===== src/rtl/sbe_pkg.sv =====
`timescale 1ns / 1ps
// ----------------------------------------------------------------------------
// sbe_pkg: shared types and constants for the stack bytecode executor
// Instruction codes, result status codes and the decoded instruction record.
// ----------------------------------------------------------------------------
package sbe_pkg;

	localparam int STACK_DEPTH = 64;
	localparam int VAR_COUNT   = 26;
	localparam int DATA_WIDTH  = 32;

	localparam int SP_W  = $clog2(STACK_DEPTH);
	localparam int CNT_W = $clog2(STACK_DEPTH + 1);
	localparam int VI_W  = (VAR_COUNT > 1) ? $clog2(VAR_COUNT) : 1;
	localparam int QDEPTH = 2;

	localparam logic [3:0] K_PUSH  = 4'd0;
	localparam logic [3:0] K_STORE = 4'd1;
	localparam logic [3:0] K_LOAD  = 4'd2;
	localparam logic [3:0] K_ADD   = 4'd3;
	localparam logic [3:0] K_SUB   = 4'd4;
	localparam logic [3:0] K_MUL   = 4'd5;
	localparam logic [3:0] K_DIV   = 4'd6;
	localparam logic [3:0] K_PRINT = 4'd7;
	localparam logic [3:0] K_HALT  = 4'd8;

	localparam logic [2:0] ST_PRINTED   = 3'd0;
	localparam logic [2:0] ST_DIVZERO   = 3'd1;
	localparam logic [2:0] ST_HALTED    = 3'd2;
	localparam logic [2:0] ST_OVERFLOW  = 3'd3;
	localparam logic [2:0] ST_UNDERFLOW = 3'd4;
	localparam logic [2:0] ST_BADINDEX  = 3'd5;

	// Decoded instruction handed from front to back.
	typedef struct packed {
		logic [3:0] kind;
		logic [7:0] operand;
		logic       bad_index;
	} instr_t;

endpackage


===== src/rtl/sbe_front.sv =====
`timescale 1ns / 1ps
// ----------------------------------------------------------------------------
// sbe_front: instruction intake and classification
// Accepts instructions, drops unused kinds, flags bad variable indexes and
// queues the rest for the execution side.
// ----------------------------------------------------------------------------
module sbe_front
	import sbe_pkg::*;
(
	input  logic       clk,
	input  logic       arst_n,
	input  logic       valid,
	output logic       stall,
	input  logic [3:0] kind,
	input  logic [7:0] operand,
	output logic       q_valid,
	output instr_t     q_data,
	input  logic       q_pop
);
	instr_t           fifo_q [QDEPTH];
	logic [0:0]       wp_q, rp_q;
	logic [1:0]       cnt_q;
	logic             push;
	instr_t           dec;

	assign stall   = (cnt_q == 2'(QDEPTH));
	assign q_valid = (cnt_q != 2'd0);
	assign q_data  = fifo_q[rp_q];

	always_comb begin
		dec.kind      = kind;
		dec.operand   = operand;
		dec.bad_index = ({1'b0, operand} >= 9'(VAR_COUNT));
	end

	// Unused kinds are dropped at intake.
	assign push = valid && !stall && (kind <= K_HALT);

	always_ff @(posedge clk) begin
		if (push) begin
			fifo_q[wp_q] <= dec;
		end
	end

	always_ff @(posedge clk or negedge arst_n) begin
		if (!arst_n) begin
			wp_q  <= '0;
			rp_q  <= '0;
			cnt_q <= '0;
		end else begin
			if (push) wp_q <= wp_q + 1'b1;
			if (q_pop) rp_q <= rp_q + 1'b1;
			cnt_q <= cnt_q + 2'(push) - 2'(q_pop);
		end
	end

	assert property (@(posedge clk) disable iff (!arst_n) cnt_q <= 2'(QDEPTH))
		else $error("queue count out of range");
	assert property (@(posedge clk) disable iff (!arst_n) q_pop |-> q_valid)
		else $error("pop from empty queue");
	assert property (@(posedge clk) disable iff (!arst_n)
		(valid && !stall && kind > K_HALT) |=> $stable(cnt_q) || $past(q_pop))
		else $error("unused kind entered queue");
endmodule


===== config.mk =====
export PLATFORM = sky130hd
export DESIGN_NAME = sbe_front
export DESIGN_NICKNAME = d
export VERILOG_FILES = /design/src/rtl/sbe_pkg.sv /design/src/rtl/sbe_front.sv
export SDC_FILE = /design/constraint.sdc
export NUM_CORES = 1
export LEC_CHECK = 0
export BUFFER_PORTS_ARGS = -buffer_cell sky130_fd_sc_hd__buf_2
export CAP_MARGIN = 15
export CORE_ASPECT_RATIO = 1.75
export CORE_UTILIZATION = 47
export CTS_CLUSTER_DIAMETER = 150
export DETAILED_ROUTE_END_ITERATION = 10
export PLACE_DENSITY = 0.73
export RECOVER_POWER = 25
export SYNTH_ARGS = -nofsm -noshare
export SYNTH_HDL_FRONTEND = slang
export SYNTH_SLANG_ARGS = --single-unit
export TNS_END_PERCENT = 10

===== constraint.sdc =====
create_clock -name clk -period 2 [get_ports clk]
set_input_delay 0.2 -clock clk [delete_from_list [all_inputs] [get_ports clk]]
set_output_delay 0.2 -clock clk [all_outputs]
set_load 0.05 [all_outputs]

==> results of run 1 <==
layout make-up:
| type | count | area share, % |
|---|---|---|
| clock buffer | 6 | 4.870 |
| clock inverter | 2 | 0.6717 |
| inverter | 2 | 0.5038 |
| multi-input combinational | 28 | 19.65 |
| sequential | 30 | 59.11 |
| tap | 25 | 2.099 |
| timing repair buffer | 37 | 13.10 |
worst max path at each step:
| stage | start | endpoint | slack [ps] |
|---|---|---|---|
| after detailed placement | kind[0] | cnt_q[1] | 330 |
| after CTS | cnt_q[1] | cnt_q[1] | 310 |
| after global placement | kind[0] | cnt_q[1] | 390 |
| final | cnt_q[1] | cnt_q[1] | 340 |
| after global routing | cnt_q[0] | cnt_q[1] | 210 |
| after floorplan | cnt_q[1] | fifo_q[1][0] | 50 |
metal layers:
layer	GRT usage, %	part of all wire (%)
met5	0	0
met4	11.64	2.4
met3	8.013	4.1
met2	28.63	58
met1	17.12	35
state kept, by name (all words and copies together) (netlist names):
name / count
fifo_q: 26
cnt_q: 2
rp_q: 1
wp_q: 1
per-stage QoR:
step,power [mW],area (um^2),std cells,hold slack (ps)
after CTS,2.298,1500,130,114.3
final,2.263,1490,130,125.4
after global placement,1.824,1408,121,7.610
after global routing,2.382,1490,130,114.0
after detailed placement,1.849,1408,121,7.582
after floorplan,1.622,1192,61,-95.59
cells in the mapped netlist, drive strengths merged:
master  number  area share [%]
dfrtp        4             8.4
buf          1            0.94
mux2        13              12
xnor2        3             2.8
nand3b       1             1.7
xor2         1            0.73
edfxtp      26              65
and2b        1            0.63
inv          2            0.63
nor2         2            0.63
ha           2             2.1
nand2        1            0.31
o211ai       1            0.63
o31ai        1             1.8
nor3         1            0.42
or2          1            0.52
power groups by stage:
stage / Clock (mW) / Sequential (mW) / Combinational [mW]
6_report: 0.440 / 0.867 / 0.956
3_5_place_dp: 0 / 0.880 / 0.970
5_1_grt: 0.481 / 0.884 / 1.02
3_3_place_gp: 0 / 0.870 / 0.953
2_1_floorplan: 0 / 0.868 / 0.754
4_1_cts: 0.457 / 0.868 / 0.972
critical path, delay by kind of cell, from the launching register on:
family | cells | cell delay, ps
XOR/XNOR | 2 | 310
adder cells (fa/ha/maj) | 2 | 470
buffers and inverters | 1 | 40
flip-flops | 1 | 400
AND/OR/NAND/NOR | 2 | 360
what timing repair did:
item,CTS,global route
setup buffers,0,0
hold buffers,1,0
hold endpoints to repair,4,0
cells by family (layout without fill, tap and decap cells):
| kind of cell | after synthesis | count (layout) |
|---|---|---|
| multiplexers | 13 | 13 |
| buffers and inverters | 3 | 47 |
| adder cells (fa/ha/maj) | 2 | 2 |
| AND/OR/NAND/NOR | 7 | 7 |
| XOR/XNOR | 4 | 4 |
| AO/OA/AOI/OAI | 2 | 2 |
| flip-flops | 30 | 30 |
==> summary.md, run 1 <==
| Metric | Value |
|---|---|
| Clock network fraction of total power | `between 10% and 20%` |
| Switching power | `between 0.8 and 0.9 mW` |
| Kind of critical path | `register to register` |
| Post-cts gate resize count | `0` |
| Worst Hold Endpoint | `fifo_q[0][1]` |
| Antenna violations before repair | `0` |
| Initial standard-cell utilization of the core | `about half` |
| Multi-input gate area in the final layout | `approximately 300 um^2` |
| Simple-gate portion of the synthesized area | `roughly 4.2%` |
| Type of the worst min-delay path | `input port to register` |
| Number of detailed-route iterations in the first pass | `2` |
| Count of antenna diodes in the layout | `0` |
| Die span in y | `68.63 um` |
| Horizontal die dimension | `between 40 and 50 um` |
| CP max FO | `4` |
| Combinational share of power | `between 40 and 50%` |
| Number of DRC markers after the initial detailed-route iteration | `9` |
| Seq cells post-synth | `30` |
| Crit-path cells | `and2b_1, nand3b_4, ha_1, inv_1, ha_1, xnor2_1, xnor2_1` |
| Leakage power | `slightly below 0.6 nW` |
| Netlist area before placement | `roughly 1200 um^2` |
| Area overhead of the layout relative to synthesis | `24.97%` |
| Clock Path Buffers | `2` |
| Setup TNS | `0 ps` |
| Number of cells on the worst hold path | `1` |
| Number of clock sinks | `30` |
| Final worst slack | `about 340 ps` |
| Synthesized net count | `79` |
| Clock latency on the worst-skew pair | `between 200 and 300 ps` |
| Element type at the critical path end | `register` |
| Number of maximum-capacitance constraint violations | `0` |
| Worst relative slew slack | `between 80% and 90%` |
| Element type at the critical path start | `register` |
| Clock Skews | `7.746 ps` |
| Worst Hold Launch | `operand[0]` |
| Delay contributed by the slowest stage of the critical path | `about 400 ps` |
| Largest net degree at the start of global routing | `11` |
| Average wire per standard cell | `around 14 um` |
| Share of the core filled with cells | `63.93%` |
| Cell count after synthesis | `between 60 and 70` |
| Startpoint of the most critical register-to-register path | `cnt_q[1]` |
| Number of rows in the core area | `23` |
| Post-Place Worst Slack | `332.8 ps` |
| Core ar. | `2331 um^2` |
| Sequential cell fraction of total power | `a little under two fifths` |
| HPWL reported at the end of detailed placement | `roughly 1.4 mm` |
| Min Clock Period, post-route | `between 1500 and 2000 ps` |
| Share of the yosys chip area belonging to registers | `between 70% and 80%` |
| Post-synthesis cell type count | `17` |
| Final setup violation count | `0` |
| Area taken by flip-flops and latches | `roughly 900 um^2` |
| Global-route wire length before repair | `~3.0 mm` |
| Commonest non-fill, non-tap cell in the layout | `edfxtp_1` |
| Number of filler instances in the final layout | `between 150 and 200` |
| Main combinational cell family by area after synthesis | `multiplexers` |
| Final Hold Viols | `0` |
| Synthesis warning total | `0` |
| Worst-case reg-to-reg path depth | `7` |
| CTS clock-pin slew for the worst setup and hold paths | `~50 ps` |
| Maximum vdd drop | `between 900 and 1000 uV` |
| Post-synthesis area per instance | `roughly 20 um^2` |
| Tightest Pin Transition | `between 200 and 300 ps` |
| Post-layout nets | `~120` |
| Vias/cell | `roughly 5.0` |
| Unrepaired setup endpoints after global routing | `false` |
| Cell-internal power | `about 1.4 mW` |
| Global-route congestion overflow total | `0` |
| Clock root buffer | `clkbuf_8` |
| H-tree lvl count | `2` |
| XOR/XNOR share of the synthesized area | `under 10%` |
| Total Die Area | `2750 um^2` |
| Number of buffer cells added on primary ports | `30` |
| Slowest cell on the critical path | `dfrtp_1` |
| Fmax achieved | `roughly 0.6 GHz` |
| Final WL | `1.847 mm` |
| PD cells | `roughly 1500 nW/um^2` |
| Post-route clock period utilization | `a little over 80%` |
| Capturing point of the worst reg2reg path | `cnt_q[1]` |
| Via total after detailed routing | `655` |
| Global-route usage over all layers | `about 18%` |
| Routability congestion estimate | `between 0.6 and 0.7` |
| Count of final max-slew check failures | `0` |
| Status | `finished, final reports clean` |
| Data required time of the critical path | `~2200 ps` |
| Fraction of power spent switching nets | `about two fifths` |
| Data arrival, critical path | `approximately 1800 ps` |
| TritonCTS clock tree | `built` |
| Mux contribution to synthesized area | `~12%` |
| Vias in the first global route | `~670` |
| Boundary pin count | `31` |
| Number of routed nets with antenna violations | `0` |
| CTS buffer count | `5` |
| Fraction of the mapped netlist area in adder cells | `around 2.1%` |
| DRC viols | `0` |
| Share of layout cells above drive strength 1 | `49.52%` |
| Compound-cell area share of the yosys netlist | `around 2.4%` |
| FF-to-FF setup slack | `around 340 ps` |
| Most frequent cells in the layout | `edfxtp_1, buf_2, mux2_2` |
Note: power is estimated with default switching activity, not from simulation.
==> run 2: changes to the inputs <==
- clock period: 2 -> 1.65 ns (I/O delays scaled with it)
==> run 2 against run 1 <==
Against the previous run: flip-flop and latch count did not move; core utilization increased by 3.0 points; setup slack got worse by 270 ps; die area stayed put; largest power group unchanged.
==> summary.md, run 2 (synthesized netlist as in run 1, its figures left out) <==
| Metric | Value |
|---|---|
| Status | `finished, final reports clean` |
| Global-route wire length before repair | `2.684 mm (-9.5%)` |
| Antenna violations before repair | `0 (unchanged)` |
| Leakage power | `0.6049 nW (+3.6%)` |
| Area overhead of the layout relative to synthesis | `30.85%` |
| Data required time of the critical path | `1810 ps (-380 ps)` |
| Final instance count without filler cells | `132 (+1.5%)` |
| Clock latency on the worst-skew pair | `280 ps (about the same)` |
| Largest registers | `fifo_q (26), cnt_q (2)` |
| Flip-flop count of the largest register, all copies and words added | `26 (unchanged)` |
| Maximum vdd drop | `1155 uV (+23%)` |
| Global-route congestion overflow total | `0 (unchanged)` |
| CP max FO | `3 (-1)` |
| Number of instances in the placed design | `123 (+1.7%)` |
| Die span in y | `68.63 um (unchanged)` |
| Post-cts gate resize count | `0 (unchanged)` |
| TritonCTS clock tree | `built` |
| Element type at the critical path start | `register` |
| Placement-stage cell area | `1453 um^2 (+3.2%)` |
| Average wire per standard cell | `14.11 um (-0.66%)` |
| HPWL reported at the end of detailed placement | `1.453 mm (+0.90%)` |
| Data arrival, critical path | `1730 ps (-110 ps)` |
| Boundary pin count | `31 (unchanged)` |
| Number of detailed-route iterations in the first pass | `4 (+2)` |
| Commonest non-fill, non-tap cell in the layout | `edfxtp_1` |
| Number of routed nets with antenna violations | `0 (unchanged)` |
| Final Hold Viols | `0 (unchanged)` |
| Number of hold buffers added after cts | `1 (unchanged)` |
| Number of rows in the core area | `23 (unchanged)` |
| Final setup violation count | `0 (unchanged)` |
| Count of antenna diodes in the layout | `0 (unchanged)` |
| Post-layout nets | `124 (+1.6%)` |
| Hold Worst Slack | `81.05 ps (-44.35 ps)` |
| Number of buffer cells added on primary ports | `30 (unchanged)` |
| Unrepaired setup endpoints after global routing | `false` |
| Number of filler instances in the final layout | `171 (-7.6%)` |
| CTS clock-pin slew for the worst setup and hold paths | `60 ps (about the same)` |
| Worst relative slew slack | `83.30% (+0.33 points)` |
| Post-route clock period utilization | `95.47% (+13 points)` |
| Share of the core filled with cells | `66.94% (+3.0 points)` |
| Count of final max-slew check failures | `0 (unchanged)` |
| Initial standard-cell utilization of the core | `51.15% (unchanged)` |
| Kind of critical path | `register to register` |
| Vias/cell | `5.008 (-0.61%)` |
| Number of DRC markers after the initial detailed-route iteration | `24 (+15)` |
| Type of the worst min-delay path | `input port to register` |
| Register with the most flip-flops | `fifo_q` |
| Via total after detailed routing | `661 (+0.92%)` |
| Post-CTS Setup Bufs | `0 (unchanged)` |
| CTS buffer count | `5 (unchanged)` |
| Tightest Pin Transition | `252.3 ps (-5.017 ps)` |
| Global-route usage over all layers | `15.82% (-1.9 points)` |
| Core ar. | `2331 um^2 (unchanged)` |
| Element type at the critical path end | `register` |
| Post-route cell area | `1560 um^2 (+4.7%)` |
| Vias in the first global route | `655 (-1.5%)` |
| Min Clock Period, post-route | `1575 ps (-81.01 ps)` |
| H-tree lvl count | `2 (unchanged)` |
| Share of layout cells above drive strength 1 | `57.01% (+7.5 points)` |
| Total Die Area | `2750 um^2 (unchanged)` |
| Clock root buffer | `clkbuf_8` |
| Fmax achieved | `0.6348 GHz (+5.1%)` |
| Routability congestion estimate | `0.6282 (-2.6%)` |
| Clock Skews | `9.031 ps (+1.286 ps)` |
| Number of maximum-capacitance constraint violations | `0 (unchanged)` |
| DRC viols | `0 (unchanged)` |
| Horizontal die dimension | `40.08 um (unchanged)` |
| Clock Path Buffers | `2 (unchanged)` |
| Number of clock sinks | `30 (unchanged)` |
| Final WL | `1.863 mm (+0.87%)` |
| Most frequent cells in the layout | `edfxtp_1, buf_2, mux2_2` |
| Largest net degree at the start of global routing | `11 (unchanged)` |
| PD cells | `1904 nW/um^2 (+25%)` |
## run 2: cell types whose count changed in the layout (fill, tap and decap cells not counted), sizes merged
cell | previous run | this run
buf | 28 | 29
bufinv | 0 | 1
## run 2: power by group
part	internal [mW]	total, mW	leakage, nW	switching [mW]
combinational	0.443	1.23	0.264	0.792
sequential	0.979	1.04	0.283	0.0622
clock	0.443	0.695	0.0579	0.252
## run 2: metrics by stage
step	worst slack [ps]	setup TNS [ps]	power, mW
after global routing	9.624	0	3.089
after global placement	109.5	0	2.278
final	74.81	0	2.971
after detailed placement	79.77	0	2.305
after floorplan	-9.376	-9.376	2.011
after CTS	61.47	0	3.012
## run 2: layout make-up
type,instances,area [um^2],area share (%)
Sequential cell,30,880.8,56.46
Clock buffer,5,68.82,4.411
Inverter,2,7.507,0.4812
Timing Repair Buffer,39,209.0,13.39
Clock inverter,3,40.04,2.566
Tap cell,25,31.28,2.005
Multi-Input combinational cell,28,322.8,20.69
## run 2: worst paths after layout
check / startpoint / to / slack (ps) / cells after the start
max: cnt_q[1] / cnt_q[1] / 70 / 7
min: operand[0] / fifo_q[0][1] / 80 / 1
min reg2reg: cnt_q[1] / cnt_q[1] / 490 / 1
max reg2reg: cnt_q[1] / cnt_q[1] / 70 / 7
max in group asynchronous: arst_n / cnt_q[0] / 1300 / 2
min in group asynchronous: arst_n / rp_q / 230 / 2
## run 2: routing by layer
layer	GRT usage, %	vias to the layer above	share of wire, %
met2	26.41	19	59
met3	5.769	4	4.7
met4	12.93	0	2.1
li1	-	321	-
met1	14.00	317	34
met5	0	-	0
## run 2: critical path, cell delays in order (launching register included)
cell and delay, ps:
dfrtp_1 400, and2b_4 170, nand3b_4 160, ha_4 270
inv_2 30, ha_2 170, xnor2_2 130, xnor2_1 130
